==> config.mk <==
export PLATFORM = sky130hd
export DESIGN_NAME = thermostat_with_pump_delays
export DESIGN_NICKNAME = d
export VERILOG_FILES = /design/src/rtl/tpd_pkg.sv /design/src/rtl/tpd_core.sv /design/src/rtl/thermostat_with_pump_delays.sv
export SDC_FILE = /design/constraint.sdc
export NUM_CORES = 1
export LEC_CHECK = 0
export ABC_AREA = 0
export BUFFER_PORTS_ARGS = -buffer_cell sky130_fd_sc_hd__buf_2
export CORE_ASPECT_RATIO = 0.6
export CORE_MARGIN = 3
export CORE_UTILIZATION = 40
export DETAILED_ROUTE_END_ITERATION = 12
export PLACE_DENSITY_LB_ADDON = 0.3
export SLEW_MARGIN = 20
export SYNTH_ARGS = -nofsm -noshare
export SYNTH_HDL_FRONTEND = slang
export SYNTH_HIERARCHICAL = 1
export SYNTH_SLANG_ARGS = --single-unit
==> constraint.sdc <==
create_clock -name clk_i -period 10.4 [get_ports clk_i]
set_input_delay 1.56 -clock clk_i [delete_from_list [all_inputs] [get_ports clk_i]]
set_output_delay 1.56 -clock clk_i [all_outputs]
set_load 0.005 [all_outputs]
==> src/rtl/tpd_pkg.sv <==
// ----------------------------------------------------------------------------
// tpd_pkg: shared types and constants for the pump-delay thermostat
// Field widths, action and engine command codes, register indexes and the
// result word carried from the decision core to the output stage.
// ----------------------------------------------------------------------------
package tpd_pkg;

  // Field widths
  localparam int unsigned TEMP_W   = 12;
  localparam int unsigned DELAY_W  = 24;
  localparam int unsigned CFG_W    = 24;
  localparam int unsigned CFG_IDX_W = 2;

  // Register defaults
  localparam logic signed [TEMP_W-1:0] MIN_TEMP_RST = 12'sd200;
  localparam logic signed [TEMP_W-1:0] MAX_TEMP_RST = 12'sd220;
  localparam logic [DELAY_W-1:0]       ON_DLY_RST   = 24'd5000;
  localparam logic [DELAY_W-1:0]       OFF_DLY_RST  = 24'd5000;

  // Register indexes
  localparam logic [CFG_IDX_W-1:0] REG_MIN_TEMP = 2'd0;
  localparam logic [CFG_IDX_W-1:0] REG_MAX_TEMP = 2'd1;
  localparam logic [CFG_IDX_W-1:0] REG_ON_DLY   = 2'd2;
  localparam logic [CFG_IDX_W-1:0] REG_OFF_DLY  = 2'd3;

  // Requested action
  typedef enum logic [1:0] {
    ACT_HEAT  = 2'd0,
    ACT_COOL  = 2'd1,
    ACT_RANGE = 2'd2,
    ACT_NONE  = 2'd3
  } action_e;

  // Engine command (code 3 is unused)
  typedef enum logic [1:0] {
    CMD_NOTHING = 2'd0,
    CMD_RUN     = 2'd1,
    CMD_HOLD    = 2'd2
  } cmd_e;

  // Limits and delays as seen by the core
  typedef struct packed {
    logic signed [TEMP_W-1:0] min_temp;
    logic signed [TEMP_W-1:0] max_temp;
    logic [DELAY_W-1:0]       on_delay;
    logic [DELAY_W-1:0]       off_delay;
  } cfg_t;

  // One result word
  typedef struct packed {
    logic [1:0] engine_cmd;
    logic       pump_on;
    logic       drivers_enabled;
  } res_t;

endpackage

==> src/rtl/tpd_core.sv <==
// ----------------------------------------------------------------------------
// tpd_core: thermostat decision logic and controller state
// Holds the waiting flags, pump relay state and saturating tick timer, and
// computes the result for the word in the input register in one pass.
// ----------------------------------------------------------------------------
module tpd_core #(
  parameter int unsigned TIMER_BITS = 24
) (
  input  logic                               clk_i,
  input  logic                               rst_ni,
  input  logic                               step_i,
  input  logic [1:0]                         action_i,
  input  logic signed [tpd_pkg::TEMP_W-1:0]  temperature_i,
  input  tpd_pkg::cfg_t                      cfg_i,
  output tpd_pkg::res_t                      res_o
);

  // Compare width covers both timer and delay registers
  localparam int unsigned CMP_W =
    (TIMER_BITS > tpd_pkg::DELAY_W) ? TIMER_BITS : tpd_pkg::DELAY_W;

  logic                  drv_wait_q, drv_wait_d;
  logic                  pump_wait_q, pump_wait_d;
  logic                  pump_q, pump_d;
  logic [TIMER_BITS-1:0] elapsed_q, elapsed_d;
  logic [TIMER_BITS-1:0] elapsed_inc;
  logic [CMP_W-1:0]      elapsed_x, on_dly_x, off_dly_x;
  logic                  on_done, off_done;
  logic                  le_max, ge_min;
  tpd_pkg::cmd_e         cmd;

  // Saturating tick
  assign elapsed_inc = (&elapsed_q) ? elapsed_q : elapsed_q + 1'b1;

  assign elapsed_x = CMP_W'(elapsed_inc);
  assign on_dly_x  = CMP_W'(cfg_i.on_delay);
  assign off_dly_x = CMP_W'(cfg_i.off_delay);
  assign on_done   = elapsed_x > on_dly_x;
  assign off_done  = elapsed_x > off_dly_x;

  assign le_max = temperature_i <= cfg_i.max_temp;
  assign ge_min = temperature_i >= cfg_i.min_temp;

  // Next state and engine command
  always_comb begin
    drv_wait_d  = drv_wait_q;
    pump_wait_d = pump_wait_q;
    pump_d      = pump_q;
    elapsed_d   = elapsed_inc;
    cmd         = tpd_pkg::CMD_NOTHING;
    case (tpd_pkg::action_e'(action_i))
      tpd_pkg::ACT_HEAT: begin
        if (!drv_wait_q) begin
          if (pump_wait_q) begin
            if (on_done) pump_wait_d = 1'b0;
          end else if (le_max) begin
            cmd = tpd_pkg::CMD_RUN;
          end else begin
            cmd         = tpd_pkg::CMD_HOLD;
            drv_wait_d  = 1'b1;
            pump_wait_d = 1'b1;
            elapsed_d   = '0;
          end
        end else begin
          // off-delay check first, then the restart at the low limit
          if (pump_wait_q && off_done) begin
            pump_wait_d = 1'b0;
            pump_d      = 1'b0;
          end
          if (!(temperature_i > cfg_i.min_temp)) begin
            drv_wait_d  = 1'b0;
            pump_d      = 1'b1;
            elapsed_d   = '0;
            pump_wait_d = 1'b1;
          end
        end
      end
      tpd_pkg::ACT_COOL: begin
        cmd = ge_min ? tpd_pkg::CMD_RUN : tpd_pkg::CMD_HOLD;
      end
      tpd_pkg::ACT_RANGE: begin
        cmd = (le_max && ge_min) ? tpd_pkg::CMD_RUN : tpd_pkg::CMD_HOLD;
      end
      default: begin
        cmd = tpd_pkg::CMD_NOTHING;
      end
    endcase
  end

  // Result fields
  assign res_o.engine_cmd      = cmd;
  assign res_o.pump_on         = pump_d;
  assign res_o.drivers_enabled = ~drv_wait_d;

  // State registers
  always_ff @(posedge clk_i or negedge rst_ni) begin
    if (!rst_ni) begin
      drv_wait_q  <= 1'b0;
      pump_wait_q <= 1'b0;
      pump_q      <= 1'b0;
      elapsed_q   <= '0;
    end else if (step_i) begin
      drv_wait_q  <= drv_wait_d;
      pump_wait_q <= pump_wait_d;
      pump_q      <= pump_d;
      elapsed_q   <= elapsed_d;
    end
  end

endmodule

==> src/rtl/thermostat_with_pump_delays.sv <==
// ----------------------------------------------------------------------------
// thermostat_with_pump_delays: hysteresis thermostat with pump timing
// One input word per tick; one result word out per input word.
//
//   channel  | dir | tdata (low bit up)                       | tuser
//   s_axis   | in  | action[1:0], temperature[13:2], pad      | -
//   m_axis   | out | engine_cmd[1:0], pump_on, drivers_en, pad| -
//   cfg      | in  | cfg_we_i, cfg_idx_i, cfg_data_i          | -
//
// A word moves from the input register to the result register once the result
// register is free; one word per cycle sustained while the output is ready.
// A stalled output holds the result register; the input register still takes
// a word while it is empty. rst_ni clears all valids, controller state and
// restores the register defaults.
// ----------------------------------------------------------------------------
module thermostat_with_pump_delays #(
  parameter int unsigned TIMER_BITS = 24
) (
  input  logic                           clk_i,
  input  logic                           rst_ni,
  // input stream: action[1:0], temperature[13:2]
  input  logic                           s_axis_tvalid,
  output logic                           s_axis_tready,
  input  logic [15:0]                    s_axis_tdata,
  // result stream: engine_cmd[1:0], pump_on[2], drivers_enabled[3]
  output logic                           m_axis_tvalid,
  input  logic                           m_axis_tready,
  output logic [7:0]                     m_axis_tdata,
  // configuration write port
  input  logic                           cfg_we_i,
  input  logic [tpd_pkg::CFG_IDX_W-1:0]  cfg_idx_i,
  input  logic [tpd_pkg::CFG_W-1:0]      cfg_data_i
);

  logic                              in_v_q;
  logic [1:0]                        action_q;
  logic signed [tpd_pkg::TEMP_W-1:0] temp_q;
  logic                              out_v_q;
  tpd_pkg::res_t                     res_q, res_d;
  tpd_pkg::cfg_t                     cfg_q;
  logic                              advance, step, in_acc;

  // Handshake
  assign advance       = !out_v_q || m_axis_tready;
  assign step          = in_v_q && advance;
  assign s_axis_tready = !in_v_q || advance;
  assign in_acc        = s_axis_tvalid && s_axis_tready;

  // Configuration registers
  always_ff @(posedge clk_i or negedge rst_ni) begin
    if (!rst_ni) begin
      cfg_q.min_temp  <= tpd_pkg::MIN_TEMP_RST;
      cfg_q.max_temp  <= tpd_pkg::MAX_TEMP_RST;
      cfg_q.on_delay  <= tpd_pkg::ON_DLY_RST;
      cfg_q.off_delay <= tpd_pkg::OFF_DLY_RST;
    end else if (cfg_we_i) begin
      case (cfg_idx_i)
        tpd_pkg::REG_MIN_TEMP: cfg_q.min_temp  <= cfg_data_i[tpd_pkg::TEMP_W-1:0];
        tpd_pkg::REG_MAX_TEMP: cfg_q.max_temp  <= cfg_data_i[tpd_pkg::TEMP_W-1:0];
        tpd_pkg::REG_ON_DLY:   cfg_q.on_delay  <= cfg_data_i;
        tpd_pkg::REG_OFF_DLY:  cfg_q.off_delay <= cfg_data_i;
        default: begin
        end
      endcase
    end
  end

  // Input register
  always_ff @(posedge clk_i or negedge rst_ni) begin
    if (!rst_ni) begin
      in_v_q <= 1'b0;
    end else if (s_axis_tready) begin
      in_v_q <= s_axis_tvalid;
    end
  end

  always_ff @(posedge clk_i) begin
    if (in_acc) begin
      action_q <= s_axis_tdata[1:0];
      temp_q   <= s_axis_tdata[13:2];
    end
  end

  // Decision core
  tpd_core #(
    .TIMER_BITS (TIMER_BITS)
  ) u_core (
    .clk_i         (clk_i),
    .rst_ni        (rst_ni),
    .step_i        (step),
    .action_i      (action_q),
    .temperature_i (temp_q),
    .cfg_i         (cfg_q),
    .res_o         (res_d)
  );

  // Result register
  always_ff @(posedge clk_i or negedge rst_ni) begin
    if (!rst_ni) begin
      out_v_q <= 1'b0;
    end else if (advance) begin
      out_v_q <= in_v_q;
    end
  end

  always_ff @(posedge clk_i) begin
    if (step) begin
      res_q <= res_d;
    end
  end

  assign m_axis_tvalid = out_v_q;
  assign m_axis_tdata  = {4'b0000, res_q.drivers_enabled, res_q.pump_on, res_q.engine_cmd};

  // Checks
  a_full_when_blocked: assert property (@(posedge clk_i) disable iff (!rst_ni)
    !s_axis_tready |-> (in_v_q && out_v_q))
    else $error("input blocked without both stages full");

  a_moves_forward: assert property (@(posedge clk_i) disable iff (!rst_ni)
    (in_v_q && !out_v_q) |=> out_v_q)
    else $error("word in input register did not advance");

  a_cmd_code: assert property (@(posedge clk_i) disable iff (!rst_ni)
    out_v_q |-> (res_q.engine_cmd != 2'd3))
    else $error("unused engine command code");

endmodule

==> key figures <==
Global routing
  • First-pass GRT wire length: around 27000 µm
  • GRT Util Overall: 16.9%
  • Initial antenna violation count: 2
  • Largest net degree at the start of global routing: between 70 and 80
  • Grt ovf: 0
  • Vias in the first global route: 5038

Setup path
  • Worst R2R End: m_axis_tdata[2]
  • CP Launch Type: register
  • WS Path Type: reg -> reg
  • R2r startpoint: u_core/elapsed_q[3]
  • Worst EP arrival: 4.63 ns
  • Delay-heaviest family, CP: compound AO/OA/AOI/OAI gates
  • Worst-path cell chain: nand3_1 -> nor4_2 -> o2111ai_2 -> nor2_1 -> nand2_1 -> xnor2_1 -> ha_1 -> nand4_1 -> nor4_1 -> a22o_1 -> a2111oi_0 -> a21oi_1 -> o211ai_1
  • Flop-to-flop setup slack: about 6.0 ns
  • Critical-path maximum fanout: 8
  • R2r worst-path depth: 13
  • Slowest library cell on the worst path: a2111oi_0
  • CP bufs+invs: 0
  • Levels on crit path: 13
  • Critical path capture point type: register
  • Required @ worst endpoint: 10.65 ns
  • Crit-path max cell delay: 0.69 ns

Run status
  • Status: finished clean

Finish
  • Nets: 840
  • Non-Filler Instances: between 900 and 1000
  • N_diodes: 0
  • P&R area growth vs syn: 14.3%
  • Reg area: between 3000 and 4000 µm²
  • Fillers: 1592
  • Multi-input logic area: between 3000 and 4000 µm²
  • Fraction of layout cells with a size suffix above 1: around 26%

Logic synthesis
  • Synth top area cells: dfrtp_1, ha_1, edfxtp_1
  • Synth Cell Area: ~7300 µm²
  • Ys flop type: dfrtp_1
  • Flops & latches, synth: between 100 and 150
  • Number of synthesized flops with an enable pin: 18
  • Top-count cell post-synth: dfrtp_1
  • Synth area leader: dfrtp_1
  • Synth cell types: 56
  • Register area share after synthesis: a little over two fifths
  • Share of the synthesized area in the top cell type: 28.5%
  • Syn Area/Cell: 10.9 µm²
  • Warnings, synthesis: 6
  • Synth Instances: roughly 670
  • Ys async rst share: between 80% and 90%
  • Most frequent cells after synthesis: dfrtp_1, inv_1, ha_1, nor2_1, mux2_2

Detailed routing
  • Mean number of vias per cell: roughly 5.2
  • Total iterations of the first detailed-routing run: 5
  • Wirelength per Cell: roughly 17 µm
  • DR iter-0 viols: roughly 290
  • Final ANT Viol Nets: 0
  • Via Count: approximately 5000
  • WL final: between 15000 and 20000 µm
  • Residual DRC: 0

Clock network
  • Clock tree buffer depth: 2
  • Post-CTS Setup Bufs: 0
  • Root buf cell: clkbuf_16
  • Clk_lat worst skew: ~0.4 ns
  • CTS sink cnt: ~120
  • CTS Buf Count: 17
  • H-tree depth: 4
  • # resized after CTS: 0
  • Cts hold-fix bufs: 0
  • CTS clk-pin slew, worst paths: around 0.060 ns
  • CTS tree: built

Power
  • Reg power frac: a little under two fifths
  • Clock Power Share: between 30% and 40%
  • Internal power: roughly 0.0011 W
  • Net Sw Frac: between 20 and 30%
  • Worst vdd ir: roughly 0.12 mV
  • NetSw: ~0.00045 W
  • Leak pwr: between 4 and 5 nW
  • Combinational power share: between 20% and 30%
  • PwrDens: roughly 190 nW/µm²

STA
  • RSZ-0062 raised after global routing: false
  • Final Critical Period: roughly 4.4 ns
  • Max-slew violation count: 0
  • Post-route setup TNS: 0 ns
  • Fmax: around 230 MHz
  • Period utilisation layout: between 40% and 50%
  • Slew headroom: roughly 36%
  • Clock skew: 0.00747 ns
  • Slew @ Worst Pin: 0.964 ns
  • Final hold vios: 0
  • Final setup violation count: 0

Floorplanning
  • Number of core rows: 37
  • Full die area: 19900 µm²
  • Ports: 57
  • Die H: around 110 µm
  • Die W: about 180 µm
  • Initial cell density of the core: 41.6%
  • Core Region: approximately 17000 µm²

Placed design
  • Detail Placement HPWL: between 10000 and 15000 µm
  • Routability cong.: 0.855
  • Placed insts: about 940
  • IO buf count: 50

Hold path
  • Worst Hold Path Cells: 1
  • Worst hold start: in_v_q
  • Hold EP: m_axis_tvalid
  • Hold Path Class: reg -> reg

Job
  • Max Cap Violations: 0
==> state kept, by name, indices dropped and copies added (netlist names) <==
register,count
action_q,2
cfg_q,72
in_v_q,1
m_axis_tdata,4
m_axis_tvalid,1
temp_q,12
u_core/drv_wait_q,1
u_core/elapsed_q,24
u_core/pump_q,1
u_core/pump_wait_q,1
==> how the worst max path moves through the flow <==
stage,from,to,slack [ns]
3_3_place_gp,u_core/elapsed_q[3],m_axis_tdata[2],6.12
2_1_floorplan,u_core/elapsed_q[6],m_axis_tdata[2],6.90
3_5_place_dp,u_core/elapsed_q[3],m_axis_tdata[2],6.08
6_report,u_core/elapsed_q[3],m_axis_tdata[2],6.02
5_1_grt,u_core/elapsed_q[3],m_axis_tdata[2],5.67
4_1_cts,u_core/elapsed_q[3],m_axis_tdata[2],6.04
==> routing by layer <==
metal | vias to the layer above | GRT usage (%) | routed length, µm
met2 | 112 | 22.7 | 6380
li1 | 2451 | - | -
met4 | 4 | 4.91 | 157
met5 | - | 0 | 23
met1 | 2428 | 26.3 | 8780
met3 | 17 | 4.21 | 818
==> power by group through the flow <==
stage / combinational [W] / sequential [W] / clock (W)
finish: 0.000348 / 0.000611 / 0.000636
global route: 0.000398 / 0.000622 / 0.000673
CTS: 0.000349 / 0.000611 / 0.000649
detailed placement: 0.000343 / 0.000617 / 0
global placement: 0.000328 / 0.000613 / 0
floorplan: 0.000264 / 0.000596 / 0
==> cells in the final DEF, fill, tap and decap left out, types with 4 or more instances in the layout <==
master and count:
a211oi_1 4, a21o_1 4, a21oi_1 32, and3_1 9
buf_2 49, buf_4 4, bufinv_16 5, clkbuf_16 17
clkinvlp_4 4, conb_1 4, dfrtp_1 83, dfstp_2 18
edfxtp_1 18, ha_1 73, inv_1 77, mux2_2 43
mux2_4 30, nand2_1 34, nand3_1 18, nand4_1 22
nor2_1 45, nor2b_1 6, nor3_1 13, nor4_1 9
o211ai_1 7, o21ai_0 11, xnor2_1 24, xor2_1 20
==> logic make-up after synthesis <==
family                     Yosys count  share of synthesized area (%)
and+or+nand+nor                    180                           13.4
adders and majority gates           73                           12.6
muxes                               75                           13.1
xor gates and xnor gates            44                           5.30
DFF                                119                           42.5
other                                1                         0.0515
AOI/OAI and AO/OA                   76                           6.76
buffers and inverters              100                           6.33
==> area by class of cell <==
class | instances | area share (%)
repair buffers | 53 | 3.31
inverters | 77 | 3.47
clock buffers | 19 | 5.20
flip-flops and latches | 119 | 37.1
clock inverters | 13 | 2.44
well taps | 234 | 3.52
multi-input cells | 452 | 44.9
==> through the flow <==
step                util, %  cell area [µm²]  total power, W  setup slack [ns]  hold WS [ns]
finish                 47.5             8320         0.00160              6.02         0.503
global route           47.5             8320         0.00169              5.67         0.521
CTS                    47.5             8320         0.00161              6.04         0.508
detailed placement     43.9             7680        0.000960              6.08         0.493
global placement       43.9             7680        0.000941              6.12         0.468
floorplan                 -             7290        0.000859              6.90         0.449
(Power assumes the default switching activity.)
